<file path="config.mk">
export PLATFORM = sky130hd
export DESIGN_NAME = dmm_ctrl
export DESIGN_NICKNAME = d
export VERILOG_FILES = /design/src/hw/rtl/dmm_pkg.sv /design/src/hw/rtl/dmm_ctrl.sv
export SDC_FILE = /design/constraint.sdc
export NUM_CORES = 1
export LEC_CHECK = 0
export BUFFER_PORTS_ARGS = -buffer_cell sky130_fd_sc_hd__buf_2
export CAP_MARGIN = 10
export CORE_ASPECT_RATIO = 0.6
export CORE_UTILIZATION = 56
export CTS_CLUSTER_SIZE = 40
export DETAILED_ROUTE_END_ITERATION = 16
export PLACE_DENSITY = 0.88
export SETUP_SLACK_MARGIN = 0.15
export SYNTH_ARGS = -nofsm -noshare
export SYNTH_HDL_FRONTEND = slang
export SYNTH_SLANG_ARGS = --single-unit
</file>
<file path="constraint.sdc">
create_clock -name clk -period 3.7 [get_ports clk]
set_clock_uncertainty 0.1 [all_clocks]
set_input_delay 0.37 -clock clk [delete_from_list [all_inputs] [get_ports clk]]
set_output_delay 0.37 -clock clk [all_outputs]
set_load 0.01 [all_outputs]
</file>
<file path="src/hw/rtl/dmm_pkg.sv">
// ----------------------------------------------------------------------------
// dmm_pkg
// Shared types, constants and arithmetic helpers for the dense matrix
// multiply block.
// ----------------------------------------------------------------------------
`default_nettype none

package dmm_pkg;

    // Field widths of the stream items
    localparam int IDX_W       = 4;    // row / column index fields
    localparam int VAL_W       = 16;   // Q8.8 element
    localparam int DIM_W       = 5;    // size registers
    localparam int PROD_W      = 2 * VAL_W;
    localparam int ACC_W       = 36;   // Q20.16 result
    localparam int OP_W        = 2;
    localparam int CFG_IDX_W   = 2;

    localparam int IN_TDATA_W  = 2 * IDX_W + VAL_W;                 // 24
    localparam int OUT_PAY_W   = 2 * IDX_W + ACC_W;                 // 44
    localparam int OUT_TDATA_W = ((OUT_PAY_W + 7) / 8) * 8;         // 48
    localparam int OUT_PAD_W   = OUT_TDATA_W - OUT_PAY_W;

    // Largest size the index fields can express
    localparam int FIELD_LIMIT = 1 << IDX_W;
    localparam int DEF_MAX_DIM = 16;

    localparam logic [DIM_W-1:0] DIM_RESET = DIM_W'(16);

    // Configuration register indexes
    localparam logic [CFG_IDX_W-1:0] REG_ROWS_A    = CFG_IDX_W'(0);
    localparam logic [CFG_IDX_W-1:0] REG_INNER_DIM = CFG_IDX_W'(1);
    localparam logic [CFG_IDX_W-1:0] REG_COLS_B    = CFG_IDX_W'(2);

    // Item kinds carried in tuser
    typedef enum logic [OP_W-1:0] {
        OP_LOAD_A  = 2'd0,
        OP_LOAD_B  = 2'd1,
        OP_COMPUTE = 2'd2
    } op_t;

    // Controller states
    typedef enum logic {
        ST_IDLE,
        ST_RUN
    } state_t;

    // Controller to datapath commands
    typedef struct packed {
        logic             wr_a;     // write the input element into the A store
        logic             wr_b;     // write the input element into the B store
        logic             issue;    // one multiply-accumulate step is offered
        logic             first;    // first step of a dot product
        logic             last;     // last step of a dot product
        logic             row_end;  // dot product is the final column of the row
        logic [IDX_W-1:0] row;
        logic [IDX_W-1:0] col;
        logic [IDX_W-1:0] step;
    } dmm_cmd_t;

    // Clamp a size register to 1 .. lim
    function automatic logic [DIM_W-1:0] dim_in_use(
        input logic [DIM_W-1:0] r,
        input logic [DIM_W-1:0] lim
    );
        logic [DIM_W-1:0] d;
        if (r == '0)
            d = DIM_W'(1);
        else if (r > lim)
            d = lim;
        else
            d = r;
        return d;
    endfunction

    // Add a product to the accumulator, saturating to the 36-bit range
    function automatic logic signed [ACC_W-1:0] sat_acc(
        input logic signed [ACC_W-1:0]  acc,
        input logic signed [PROD_W-1:0] prod
    );
        logic signed [ACC_W:0]   sum;
        logic signed [ACC_W-1:0] res;
        sum = {acc[ACC_W-1], acc} + {{(ACC_W + 1 - PROD_W){prod[PROD_W-1]}}, prod};
        if (sum[ACC_W] != sum[ACC_W-1])
            res = sum[ACC_W] ? {1'b1, {(ACC_W-1){1'b0}}} : {1'b0, {(ACC_W-1){1'b1}}};
        else
            res = sum[ACC_W-1:0];
        return res;
    endfunction

endpackage

`default_nettype wire

</file>
<file path="src/hw/rtl/dmm_ctrl.sv">
// ----------------------------------------------------------------------------
// dmm_ctrl
// Size registers and the sequencer: decodes input items and walks the
// column and inner-step counters of a row computation.
// ----------------------------------------------------------------------------
`default_nettype none

module dmm_ctrl #(
    parameter int MAX_DIM = dmm_pkg::DEF_MAX_DIM
) (
    input  wire                            clk,
    input  wire                            rst_n,
    input  wire                            cfg_we,
    input  wire  [dmm_pkg::CFG_IDX_W-1:0]  cfg_index,
    input  wire  [dmm_pkg::DIM_W-1:0]      cfg_data,
    input  wire                            in_valid,
    output logic                           in_ready,
    input  wire  [dmm_pkg::OP_W-1:0]       in_op,
    input  wire  [dmm_pkg::IDX_W-1:0]      in_row,
    input  wire  [dmm_pkg::IDX_W-1:0]      in_col,
    input  wire                            stall,
    output dmm_pkg::dmm_cmd_t              cmd
);

    import dmm_pkg::*;

    localparam logic [DIM_W-1:0] DIM_LIM =
        DIM_W'((MAX_DIM < FIELD_LIMIT) ? MAX_DIM : FIELD_LIMIT);

    state_t           state_reg, state_next;
    logic [DIM_W-1:0] rows_a_reg, inner_dim_reg, cols_b_reg;
    logic [IDX_W-1:0] row_reg, row_next;
    logic [IDX_W-1:0] t_reg, t_next;
    logic [IDX_W-1:0] j_reg, j_next;
    logic [DIM_W-1:0] m_use, k_use, n_use;
    logic [DIM_W-1:0] k_last, n_last;
    logic             accept;
    logic             adv;
    logic             load_ok;
    logic             row_ok;
    logic             t_end, j_end;
    op_t              op;

    assign op      = op_t'(in_op);
    assign adv     = !stall;
    assign m_use   = dim_in_use(rows_a_reg, DIM_LIM);
    assign k_use   = dim_in_use(inner_dim_reg, DIM_LIM);
    assign n_use   = dim_in_use(cols_b_reg, DIM_LIM);
    assign k_last  = k_use - DIM_W'(1);
    assign n_last  = n_use - DIM_W'(1);
    assign t_end   = (t_reg == k_last[IDX_W-1:0]);
    assign j_end   = (j_reg == n_last[IDX_W-1:0]);
    assign accept  = in_valid && in_ready;
    assign load_ok = (int'(in_row) < MAX_DIM) && (int'(in_col) < MAX_DIM);
    assign row_ok  = ({1'b0, in_row} < m_use);

    // Size registers
    always_ff @(posedge clk or negedge rst_n)
    begin
        if (!rst_n)
        begin
            rows_a_reg    <= DIM_RESET;
            inner_dim_reg <= DIM_RESET;
            cols_b_reg    <= DIM_RESET;
        end
        else if (cfg_we)
        begin
            case (cfg_index)
                REG_ROWS_A:    rows_a_reg    <= cfg_data;
                REG_INNER_DIM: inner_dim_reg <= cfg_data;
                REG_COLS_B:    cols_b_reg    <= cfg_data;
                default:       ;
            endcase
        end
    end

    // Next state
    always_comb
    begin
        state_next = state_reg;
        case (state_reg)
            ST_IDLE:
            begin
                if (accept && op == OP_COMPUTE && row_ok)
                    state_next = ST_RUN;
            end
            ST_RUN:
            begin
                if (adv && t_end && j_end)
                    state_next = ST_IDLE;
            end
            default: state_next = ST_IDLE;
        endcase
    end

    // Counters and the latched row
    always_comb
    begin
        row_next = row_reg;
        t_next   = t_reg;
        j_next   = j_reg;
        case (state_reg)
            ST_IDLE:
            begin
                if (accept && op == OP_COMPUTE)
                begin
                    row_next = in_row;
                    t_next   = '0;
                    j_next   = '0;
                end
            end
            ST_RUN:
            begin
                if (adv)
                begin
                    if (t_end)
                    begin
                        t_next = '0;
                        j_next = j_reg + IDX_W'(1);
                    end
                    else
                    begin
                        t_next = t_reg + IDX_W'(1);
                    end
                end
            end
            default: ;
        endcase
    end

    // Outputs
    always_comb
    begin
        in_ready    = 1'b0;
        cmd         = '0;
        cmd.row     = row_reg;
        cmd.col     = j_reg;
        cmd.step    = t_reg;
        cmd.first   = (t_reg == '0);
        cmd.last    = t_end;
        cmd.row_end = j_end && t_end;
        case (state_reg)
            ST_IDLE:
            begin
                in_ready   = 1'b1;
                cmd.wr_a   = accept && (op == OP_LOAD_A) && load_ok;
                cmd.wr_b   = accept && (op == OP_LOAD_B) && load_ok;
            end
            ST_RUN:
            begin
                cmd.issue  = 1'b1;
            end
            default: ;
        endcase
    end

    always_ff @(posedge clk or negedge rst_n)
    begin
        if (!rst_n)
        begin
            state_reg <= ST_IDLE;
            row_reg   <= '0;
            t_reg     <= '0;
            j_reg     <= '0;
        end
        else
        begin
            state_reg <= state_next;
            row_reg   <= row_next;
            t_reg     <= t_next;
            j_reg     <= j_next;
        end
    end

    // Checks
    a_one_store: assert property (@(posedge clk) disable iff (!rst_n)
        !(cmd.wr_a && cmd.wr_b))
        else $error("dmm_ctrl: both stores written by one item");

    a_counters_in_range: assert property (@(posedge clk) disable iff (!rst_n)
        (state_reg == ST_RUN) |-> ({1'b0, t_reg} < k_use) && ({1'b0, j_reg} < n_use))
        else $error("dmm_ctrl: step or column counter beyond size in use");

    a_stall_holds: assert property (@(posedge clk) disable iff (!rst_n)
        (state_reg == ST_RUN && stall) |=> $stable(t_reg) && $stable(j_reg))
        else $error("dmm_ctrl: counters moved during a stall");

endmodule

`default_nettype wire

</file>
# Word level (Yosys, flattened, before mapping)
# Cells that the tools add are included.
[word_totals]
elab_cells = 65
ff_bits = 28
output_inout_bits = 19
[op_classes]
n_lt_le_gt_ge = 4
reduce_logical = 21
n_mux = 19
bitwise_logic = 1
n_eq_ne = 9
n_addsub = 4
[ops]
columns = ["cell", "n"]
rows = [
  ["two-way mux 4 bit", 9],
  ["one-hot mux 4 bit (2 select lines)", 2],
  ["> comparator 5 bit (second input constant)", 3],
  ["logical NOT 5 bit", 3],
  ["two-way mux 5 bit", 2],
  ["AND reduction 2 bit", 5],
  ["adder 4 x 1 -> 4 bit (second input constant)", 2],
  ["equality test 4 bit", 2],
  ["logical AND 1 bit", 8],
  ["subtractor 4 x 1 -> 4 bit (second input constant)", 2],
  ["< comparator 4 x 5 -> 1 bit", 1],
  ["equality test 2 x 1 -> 1 bit (second input constant)", 2],
  ["equality test 2 bit (second input constant)", 2],
  ["logical NOT 2 bit", 2],
  ["logical NOT 4 bit", 1],
  ["two-way mux 1 bit", 4],
  ["!= test 2 bit (second input constant)", 2],
  ["AND reduction 3 bit", 1],
  ["two-way mux 2 bit", 1],
  ["!= test 2 x 1 -> 1 bit (second input constant)", 1],
  ["one-hot mux 1 bit (2 select lines)", 1],
  ["logical NOT 1 bit", 1],
  ["inverter 1 bit", 1],
]

# Longest topological paths before layout
# Gate-level depths: netlist of the first run.
[depth]
ltp_word = 9
ltp_mapped = 9

# Worst setup path after synthesis of the first run
# Ideal clock, no wire load.
[synth_path]
path_type = "register -> output"
start = "register inner_dim_reg[1]"
end = "output port cmd[12] (netlist name)"
t_required_ns = 3.230
slack_ns = 1.346
path_stages_with_launch = 9
arrival_ns = 1.884
path_cell_list = "dfrtp_1 nor3_1 o21bai_1 ha_1 xor2_1 xnor2_1 nand2_1 nor3_4 and3_2"
[synth_lines]
columns = ["element", "line", "rtl"]
rows = [
  ["from (decl)", "dmm_ctrl.sv:31", "logic [DIM_W-1:0] rows_a_reg, inner_dim_reg, cols_b_reg;"],
  ["from (signal assigned)", "dmm_ctrl.sv:70", "REG_INNER_DIM: inner_dim_reg <= cfg_data;"],
  ["to (decl)", "dmm_ctrl.sv:22", "output dmm_pkg::dmm_cmd_t cmd"],
]

==> results of run 1 <==
[layer usage]
layer  vias to the layer above  track usage (%)
li1                        571                -
met4                         0             4.80
met1                       583             33.9
met3                         4             4.99
met2                        32             33.6
met5                         -                0
[logic make-up after synthesis]
kind of cell | count (synthesis)
simple gates | 43
compound gates | 20
fa+ha+maj | 8
mux | 19
xor+xnor | 12
buf+inv | 6
flops | 28
[power by group through the flow]
stage / clock network, W / registers (W) / logic [W]
floorplan: 0 / 0.000476 / 0.000280
global placement: 0 / 0.000469 / 0.000391
detailed placement: 0 / 0.000476 / 0.000410
CTS: 0.000189 / 0.000470 / 0.000413
global route: 0.000204 / 0.000485 / 0.000450
finish: 0.000186 / 0.000473 / 0.000411
[path summary, 6_finish.rpt]
path                                         startpoint                            to  slack [ns]
min in group clk                              in_row[3]        row_reg[3]$_DFFE_PN0P_        0.25
setup reg to reg           inner_dim_reg[1]$_DFFE_PN0P_          j_reg[1]$_DFFE_PN0P_        1.17
hold reg to reg                  row_reg[2]$_DFFE_PN0P_        row_reg[2]$_DFFE_PN0P_        0.41
hold / removal                                    rst_n  inner_dim_reg[0]$_DFFE_PN0P_      -0.004
max in group asynchronous                         rst_n        row_reg[1]$_DFFE_PN0P_        3.10
setup / recovery           inner_dim_reg[1]$_DFFE_PN0P_                       cmd[12]        0.69
[layout by cell type (no fill, tap or decap), types with 2 or more instances in the layout]
cell type  instances
nand2_1            7
o21bai_1           3
nor3b_1            2
nand3b_1           2
clkbuf_8           4
a211o_1            2
nor4_1             2
and3_2             4
dfrtp_1           25
nor3_1             3
a21oi_1            4
dfstp_2            3
nor2_1             4
o21ai_0            2
o31ai_1            2
mux2_2            19
nand2b_1           6
a21oi_2            2
inv_1              3
nand3_1            2
buf_2             36
ha_1               8
or3_1              3
xor2_1             3
nor2b_1            2
xnor2_1            9
[layout make-up]
cell class	instances	area, sq um	area share (%)
Inverter	3	11.3	0.616
Tap cell	32	40.0	2.19
Multi-Input combinational cell	102	837	45.8
Timing Repair Buffer	36	180	9.86
Clock buffer	4	55.1	3.01
Sequential cell	28	704	38.5
[cells in the mapped netlist (2+ instances only)]
master	number	share of area, %
buf_4	2	0.95
inv_1	3	0.71
nor2_1	4	0.95
or3_1	3	1.2
nand2_1	7	1.7
a211o_1	2	1.1
o21ai_0	2	0.63
a21oi_2	2	1.1
o21bai_1	3	1.4
a21oi_1	4	1.3
xor2_1	3	1.7
o31ai_1	2	0.95
dfrtp_1	25	40
nand3b_1	2	0.95
and3_2	4	1.9
nor2b_1	2	0.79
xnor2_1	9	5.0
dfstp_2	3	5.0
mux2_2	19	14
nor3b_1	2	0.95
nand3_1	2	0.63
nand2b_1	6	2.4
nor4_1	2	0.79
ha_1	8	6.3
nor3_1	3	0.95
[through the flow]
stage          cell area [sq um]  util (%)  setup slack (ns)  instances
3_3_place_gp                1770      68.4              1.09        201
4_1_cts                     1830      70.5             0.667        205
6_report                    1830      70.5             0.689        205
3_5_place_dp                1770      68.4             0.989        201
5_1_grt                     1830      70.5             0.529        205
2_1_floorplan               1580         -              1.35        136
==> flow_summary.json, run 1 <==
{
  "initialDrtViolationCount": 60,
  "grt-ovfl-total": 0,
  "min_period_over_period_pct": 81.4,
  "outcome": "finished with violations",
  "cpLargestDelayFamily": "simple AND/OR/NAND/NOR gates",
  "cts-root-buf": "clkbuf_8",
  "powerDensity_mw_per_mm2": 586,
  "synth_top_family_by_area": "simple AND/OR/NAND/NOR gates",
  "comb_power_share_pct": 38.4,
  "critPathRequiredTime_ns": 3.23,
  "synth_flop_cell": "dfrtp_1",
  "switching_share_pct": 36.3,
  "ctsHoldBuffers": 0,
  "power_w": 0.00107,
  "violations": "DRC, hold timing",
  "pwr-share-clk_pct": 17.4,
  "ir_worst_vdd_v": 0.000260,
  "drt-total-wl_microns": 3220,
  "cts_tree": "done",
  "io_pins": 41,
  "drive_above_1_share_pct": 41.0,
  "cts_resized": 0,
  "die_w_microns": 70.6,
  "synth-async-reset-ratio_pct": 100,
  "grt_pass1_wl_microns": 5030,
  "netlist_area_sq_mm": 0.00158,
  "synthXorXnorAreaFrac_pct": 6.66,
  "track_usage_pct": 22.6,
  "post-cts-setup-buffer-count": 0,
  "slowest_delay_ns": 0.42,
  "dieArea_sq_mm": 0.00304,
  "cp_max_fo": 9,
  "rows": 14,
  "synth_mux_area_share_pct": 13.5,
  "fill_cells": 182,
  "synth-edff-count": 0,
  "p_leak_nw": 0.847,
  "path_buf_inv": 1,
  "critPathLaunchType": "flip-flop",
  "grt_pass1_vias": 1020,
  "whs_ns": -0.00449,
  "setup_viol": 0,
  "place_congestion": 0.882,
  "antenna_cells": 0,
  "dr_wl_met3_microns": 168,
  "core_area_sq_mm": 0.00259,
  "maxSlewHeadroom_pct": 49.8,
  "min_period_ns": 3.01,
  "path_cells": "nor3_1, o21bai_1, ha_1, xor2_1, xnor2_1, nand2_1, nor3_4, and3_2, buf_2",
  "wl_met1_microns": 1590,
  "post_drt_via_cell_ratio": 5.80,
  "start_util_pct": 60.9,
  "path_depth": 9,
  "clockBufferDepth": 2,
  "nNetsFinal": 204,
  "grt_max_degree": 29,
  "crit_path_end_kind": "output pin",
  "wire_per_inst_microns": 15.7,
  "critPathKind": "flip-flop to output pin",
  "syn_nets": 166,
  "power.internal_w": 0.000682,
  "num_vias": 1190,
  "hold_class": "input pin to asynchronous set/reset pin",
  "cts_buffers": 3,
  "hold_viol": 7,
  "area_growth_syn_to_layout_pct": 15.8,
  "place_hpwl_microns": 2530,
  "wl_met2_microns": 1440,
  "drc": 6,
  "antenna_found_initial": 0,
  "clock.fmax_mhz": 332,
  "clock_insertion_delay_worst_skew_ns": 0.27,
  "synth_compound_area_share_pct": 8.95,
  "synth-simple-area-share_pct": 17.5,
  "seq_area_frac_synth_pct": 44.6,
  "r2r.worst_path.cells": 9,
  "crit_slowest_cell": "dfrtp_1",
  "synthesis.instances": 136,
  "clock_sinks": 28,
  "ys_types": 37,
  "maxSlewViolCount": 0,
  "power.switching_w": 0.000388,
  "h-tree-depth": 1,
  "clk_pin_slew_ns": 0.10,
  "rsz0062_at_grt": "no",
  "synthAdderAreaFrac_pct": 6.34,
  "io_buffers": 36,
  "ys_warn_count": 0,
  "setup_tns_ns": 0,
  "postRouteAntennaNets": 0,
  "die_h_microns": 43.1,
  "tightestPinTransition_ns": 0.751,
  "maxCapViolCount": 0,
  "top_layer": "met4",
  "detail_route.first_pass.iterations": 10,
  "crit_arrival_ns": 2.54,
  "ys_ff_latch": 28,
  "avgSynthCellArea_sq_um": 11.6,
  "seqPwrFrac_pct": 44.2
}
Power figures use the tool's default switching activity.
==> run 2, diff against run 1 <==
ABC_AREA = 1   (was default)
CORE_UTILIZATION = 53   (was 56)
PLACE_DENSITY = 0.83   (was 0.88)
clock period = 2.9 ns   (was 3.7 ns; I/O delays follow)
==> flow_summary.json, run 2 <==
{
  "wire_per_inst_microns": 11.8,
  "crit_arrival_ns": 2.20,
  "cts-root-buf": "clkbuf_8",
  "place_hpwl_microns": 2680,
  "antenna_cells": 0,
  "outcome": "completed",
  "p_leak_nw": 1.10,
  "synth-edff-count": 0,
  "ys_ff_latch": 28,
  "post_dp_cell_area_sq_mm": 0.00190,
  "maxCapViolCount": 0,
  "track_usage_pct": 22.9,
  "ir_worst_vdd_v": 0.000345,
  "hold_class": "input pin to flip-flop",
  "min_period_over_period_pct": 89.4,
  "grt_pass1_wl_microns": 5710,
  "h-tree-depth": 1,
  "final_common_cell": "nand2_1",
  "synth_area_leaders": "dfrtp_1, nand2_1, nand3_1",
  "cts_tree": "done",
  "synthesis.instances": 217,
  "clock.fmax_mhz": 386,
  "layout_common_cells": "nand2_1, buf_2, inv_1, dfrtp_1, nand3_1",
  "fin_area_sq_mm": 0.00197,
  "drive_above_1_share_pct": 23.0,
  "maxSlewViolCount": 0,
  "hold-path-cell-count": 2,
  "synth_common_cells": "nand2_1, inv_1, dfrtp_1, nand3_1, o21ai_0",
  "rsz0062_at_grt": "no",
  "powerDensity_mw_per_mm2": 784,
  "critPathKind": "flip-flop to output pin",
  "antenna_found_initial": 0,
  "drc": 0,
  "crit_path_end_kind": "output pin",
  "setup_viol": 0,
  "critPathRequiredTime_ns": 2.51,
  "syn_nets": 247,
  "initialDrtViolationCount": 84,
  "r2r_setup_slack_ns": 0.81,
  "io_pins": 41,
  "clock_sinks": 28,
  "place_congestion": 0.867,
  "area_growth_syn_to_layout_pct": 17.4,
  "clock_insertion_delay_worst_skew_ns": 0.28,
  "cp_max_fo": 6,
  "netlist_area_sq_mm": 0.00168,
  "core_area_sq_mm": 0.00295,
  "rows": 15,
  "setup_tns_ns": 0,
  "drt-total-wl_microns": 3520,
  "io_buffers": 36,
  "min_period_ns": 2.59,
  "synth_top_area_share_pct": 37.2,
  "seq_area_frac_synth_pct": 41.9,
  "detail_route.first_pass.iterations": 5,
  "avgSynthCellArea_sq_um": 7.74,
  "hold_viol": 0,
  "start_util_pct": 57.0,
  "fill_cells": 257,
  "ys_warn_count": 0,
  "clk_pin_slew_ns": 0.10,
  "grt-ovfl-total": 0,
  "grt_max_degree": 29,
  "post_drt_via_cell_ratio": 5.06,
  "die_w_microns": 74.7,
  "clockBufferDepth": 2,
  "critPathLaunchType": "flip-flop",
  "grt_pass1_vias": 1247,
  "synth_flop_cell": "dfrtp_1",
  "postRouteAntennaNets": 0,
  "dieArea_sq_mm": 0.00341,
  "maxSlewHeadroom_pct": 58.8,
  "r2r.worst_path.cells": 17,
  "nNetsFinal": 288,
  "cts_buffers": 3,
  "yosysMostFrequentCell": "nand2_1",
  "num_vias": 1512,
  "ys_types": 24,
  "die_h_microns": 45.6,
  "tightestPinTransition_ns": 0.617,
  "synth-async-reset-ratio_pct": 100,
  "yosysTopAreaCell": "dfrtp_1"
}
run 2: cell count changes after synthesis, sizes merged, moves of 3 or more:
cell	previous run	this run
a21oi	6	0
and3	4	0
inv	3	30
mux2	19	3
nand2	7	71
nand2b	6	0
nand3	2	23
nor2	4	14
o21ai	2	19
o21bai	3	0
or3	3	0
xnor2	9	4
run 2: kinds of logic (layout without fill, tap and decap cells):
group / count (synthesis) / after routing / share of synthesized area [%]
adder cells (fa/ha/maj): 8 / 8 / 5.96
AND/OR/NAND/NOR: 114 / 114 / 30.5
buffers and inverters: 32 / 72 / 7.59
XOR/XNOR: 9 / 9 / 4.69
flip-flops: 28 / 28 / 41.9
AO/OA/AOI/OAI: 23 / 23 / 7.30
multiplexers: 3 / 3 / 2.01
run 2: critical path, stage by stage, from the launching register on:
cell     delay, ns
dfrtp_1       0.44
nor2_2        0.14
nand2_1       0.06
nand2_1       0.07
nand2_1       0.08
ha_1          0.22
inv_1         0.06
nand2_1       0.06
nand2_1       0.06
nand2_1       0.04
nand2_1       0.07
nand2_2       0.07
nor2_4        0.13
nand2_2       0.10
nor3_1        0.18
buf_2         0.16
run 2: final cells by class:
class | count | area [sq um] | area share [%]
Multi-Input combinational cell | 157 | 851 | 43.1
Clock buffer | 4 | 55.1 | 2.79
Tap cell | 42 | 52.6 | 2.66
Sequential cell | 28 | 704 | 35.7
Timing Repair Buffer | 38 | 198 | 10.0
Inverter | 30 | 113 | 5.71
run 2: power by group:
| part | internal [W] | switching, W |
|---|---|---|
| sequential | 0.000503 | 0.000113 |
| clock | 0.000122 | 0.000123 |
| combinational | 0.000282 | 0.000403 |
run 2: worst paths after layout:
path                                              start                           end
max                        inner_dim_reg[0]$_DFFE_PN0P_                       cmd[12]
min                                           in_row[1]        row_reg[1]$_DFFE_PN0P_
max reg2reg                inner_dim_reg[0]$_DFFE_PN0P_          j_reg[2]$_DFFE_PN0P_
min reg2reg                inner_dim_reg[4]$_DFFE_PN1P_  inner_dim_reg[4]$_DFFE_PN1P_
max in group asynchronous                         rst_n           state_reg$_DFF_PN0_
min in group asynchronous                         rst_n        row_reg[1]$_DFFE_PN0P_
run 2: routing by layer:
layer	up-vias	routed length (microns)	track usage, %
met5	-	0	0
met3	0	256	8.19
met4	0	0	3.40
met1	700	1820	33.7
li1	772	-	-
met2	40	1450	33.2
run 2: what timing repair did:
item                       4_1_cts  5_1_grt
hold buffers                     1        0
setup buffers                    0        1
gates resized for setup          0        1
setup endpoints to repair        0        1
hold endpoints to repair        25        0
run 2: per-stage QoR:
stage	power, W	instances	hold slack, ns	utilization [%]	worst slack, ns
after floorplan	0.00110	217	-0.106	-	0.774
after global placement	0.00128	293	0.239	64.4	0.660
after detailed placement	0.00130	293	0.242	64.4	0.628
after CTS	0.00155	298	0.153	66.6	0.300
after global routing	0.00167	299	0.159	67.0	0.152
final	0.00155	299	0.161	67.0	0.309
==> run 3, diff against run 2 <==
RECOVER_POWER = 50   (was default)
==> flow_summary.json, run 3 (synthesis results as in run 2) <==
{
  "min_to": "row_reg[1]$_DFFE_PN0P_",
  "grt_pass1_vias": 1247,
  "power.internal_w": 0.000906,
  "clock_sinks": 28,
  "io_buffers": 36,
  "crit_path_end_kind": "output pin",
  "timing.rr.end": "j_reg[2]$_DFFE_PN0P_",
  "post_drt_via_cell_ratio": 5.05,
  "wire_per_inst_microns": 11.8,
  "setup_viol": 0,
  "min_period_ns": 2.59,
  "tightestPinTransition_ns": 1.49,
  "critPathKind": "flip-flop to output pin",
  "drt-total-wl_microns": 3530,
  "hold-path-cell-count": 2,
  "seqPwrFrac_pct": 39.9,
  "antenna_cells": 0,
  "r2r.worst_path.cells": 17,
  "nNetsFinal": 288,
  "layout_setup_ws_ns": 0.308,
  "grt_max_degree": 29,
  "drc": 0,
  "startpoint": "inner_dim_reg[0]$_DFFE_PN0P_",
  "rsz0062_at_grt": "no",
  "area_growth_syn_to_layout_pct": 17.3,
  "grt_pass1_wl_microns": 5710,
  "powerDensity_mw_per_mm2": 784,
  "clock_insertion_delay_worst_skew_ns": 0.28,
  "drive_above_1_share_pct": 22.2,
  "antenna_found_initial": 0,
  "die_w_microns": 74.7,
  "layout_common_cells": "nand2_1, buf_2, inv_1, dfrtp_1, nand3_1",
  "place_congestion": 0.867,
  "die_h_microns": 45.6,
  "cts_tree": "done",
  "p_leak_nw": 1.09,
  "critPathLaunchType": "flip-flop",
  "pwr-share-clk_pct": 15.8,
  "whs_ns": 0.160,
  "grt-ovfl-total": 0,
  "power.switching_w": 0.000639,
  "crit_arrival_ns": 2.20,
  "switching_share_pct": 41.4,
  "maxSlewHeadroom_pct": 0.672,
  "ir_worst_vdd_v": 0.000345,
  "setup_tns_ns": 0,
  "cts_buffers": 3,
  "detail_route.first_pass.iterations": 5,
  "final_common_cell": "nand2_1",
  "hold_class": "input pin to flip-flop",
  "h-tree-depth": 1,
  "clock.fmax_mhz": 386,
  "min_period_over_period_pct": 89.4,
  "core_area_sq_mm": 0.00295,
  "post_dp_cell_area_sq_mm": 0.00190,
  "clockBufferDepth": 2,
  "place_hpwl_microns": 2680,
  "num_vias": 1511,
  "postRouteAntennaNets": 0,
  "io_pins": 41,
  "cts-root-buf": "clkbuf_8",
  "pre_cts_ws_ns": 0.628,
  "min_from": "in_row[1]",
  "comb_power_share_pct": 44.3,
  "start_util_pct": 57.0,
  "hold_viol": 0,
  "fin_area_sq_mm": 0.00197,
  "r2r_setup_slack_ns": 0.81,
  "r2r-start": "inner_dim_reg[0]$_DFFE_PN0P_",
  "track_usage_pct": 22.9,
  "dieArea_sq_mm": 0.00341,
  "power_w": 0.00155,
  "critPathRequiredTime_ns": 2.51,
  "cp_max_fo": 6,
  "maxSlewViolCount": 0,
  "clk_pin_slew_ns": 0.10,
  "maxCapViolCount": 0,
  "initialDrtViolationCount": 72,
  "rows": 15,
  "outcome": "completed"
}
## run 3: cell types whose count changed in the layout (fill, tap and decap cells not counted)
cell      delta
buf_2        -2
clkbuf_1     +2
## run 3: power groups by stage
| stage | clock network [W] | registers [W] | logic (W) |
|---|---|---|---|
| final | 0.000245 | 0.000616 | 0.000685 |
| after global routing | 0.000266 | 0.000633 | 0.000773 |
| after CTS | 0.000250 | 0.000614 | 0.000682 |
| after detailed placement | 0 | 0.000619 | 0.000677 |
| after global placement | 0 | 0.000616 | 0.000659 |
| after floorplan | 0 | 0.000633 | 0.000466 |
## run 3: area by class of cell
type	instances	area, sq um
fillers	259	976
multi-input cells	157	851
flip-flops and latches	28	704
repair buffers	38	195
inverters	30	113
clock buffers	4	55.1
well taps	42	52.6
## run 3: how the worst max path moves through the flow
stage / slack (ns) / cells past startpoint / endpoint
after floorplan: 0.77 / 10 / cmd[12]
after global placement: 0.66 / 15 / cmd[12]
after detailed placement: 0.63 / 15 / cmd[12]
after CTS: 0.30 / 15 / cmd[12]
after global routing: 0.15 / 15 / cmd[12]
final: 0.31 / 15 / cmd[12]
## run 3: per-stage QoR
step,util (%),cells
2_1_floorplan,-,217
3_3_place_gp,64.4,293
3_5_place_dp,64.4,293
4_1_cts,66.6,298
5_1_grt,66.9,299
6_report,66.9,299
## run 3: timing repair
item	4_1_cts	5_1_grt
endpoints found under the setup margin	0	1
hold buffers	1	0
resized for setup	0	1
buffers inserted	0	1
endpoints found under the hold margin	25	0
## run 3: layer usage
metal	vias up	share of wire (%)	GRT usage (%)
li1	772	-	-
met5	-	0	0
met4	0	0	3.40
met1	699	52	33.7
met2	40	41	33.2
met3	0	7.2	8.19
## run 3: worst max-delay path, stage by stage (launching register included)
cell     delay, ns
dfrtp_1       0.44
nor2_2        0.14
nand2_1       0.06
nand2_1       0.07
nand2_1       0.08
ha_1          0.22
inv_1         0.06
nand2_1       0.06
nand2_1       0.06
nand2_1       0.04
nand2_1       0.07
nand2_2       0.07
nor2_4        0.13
nand2_2       0.10
nor3_1        0.18
buf_2         0.16
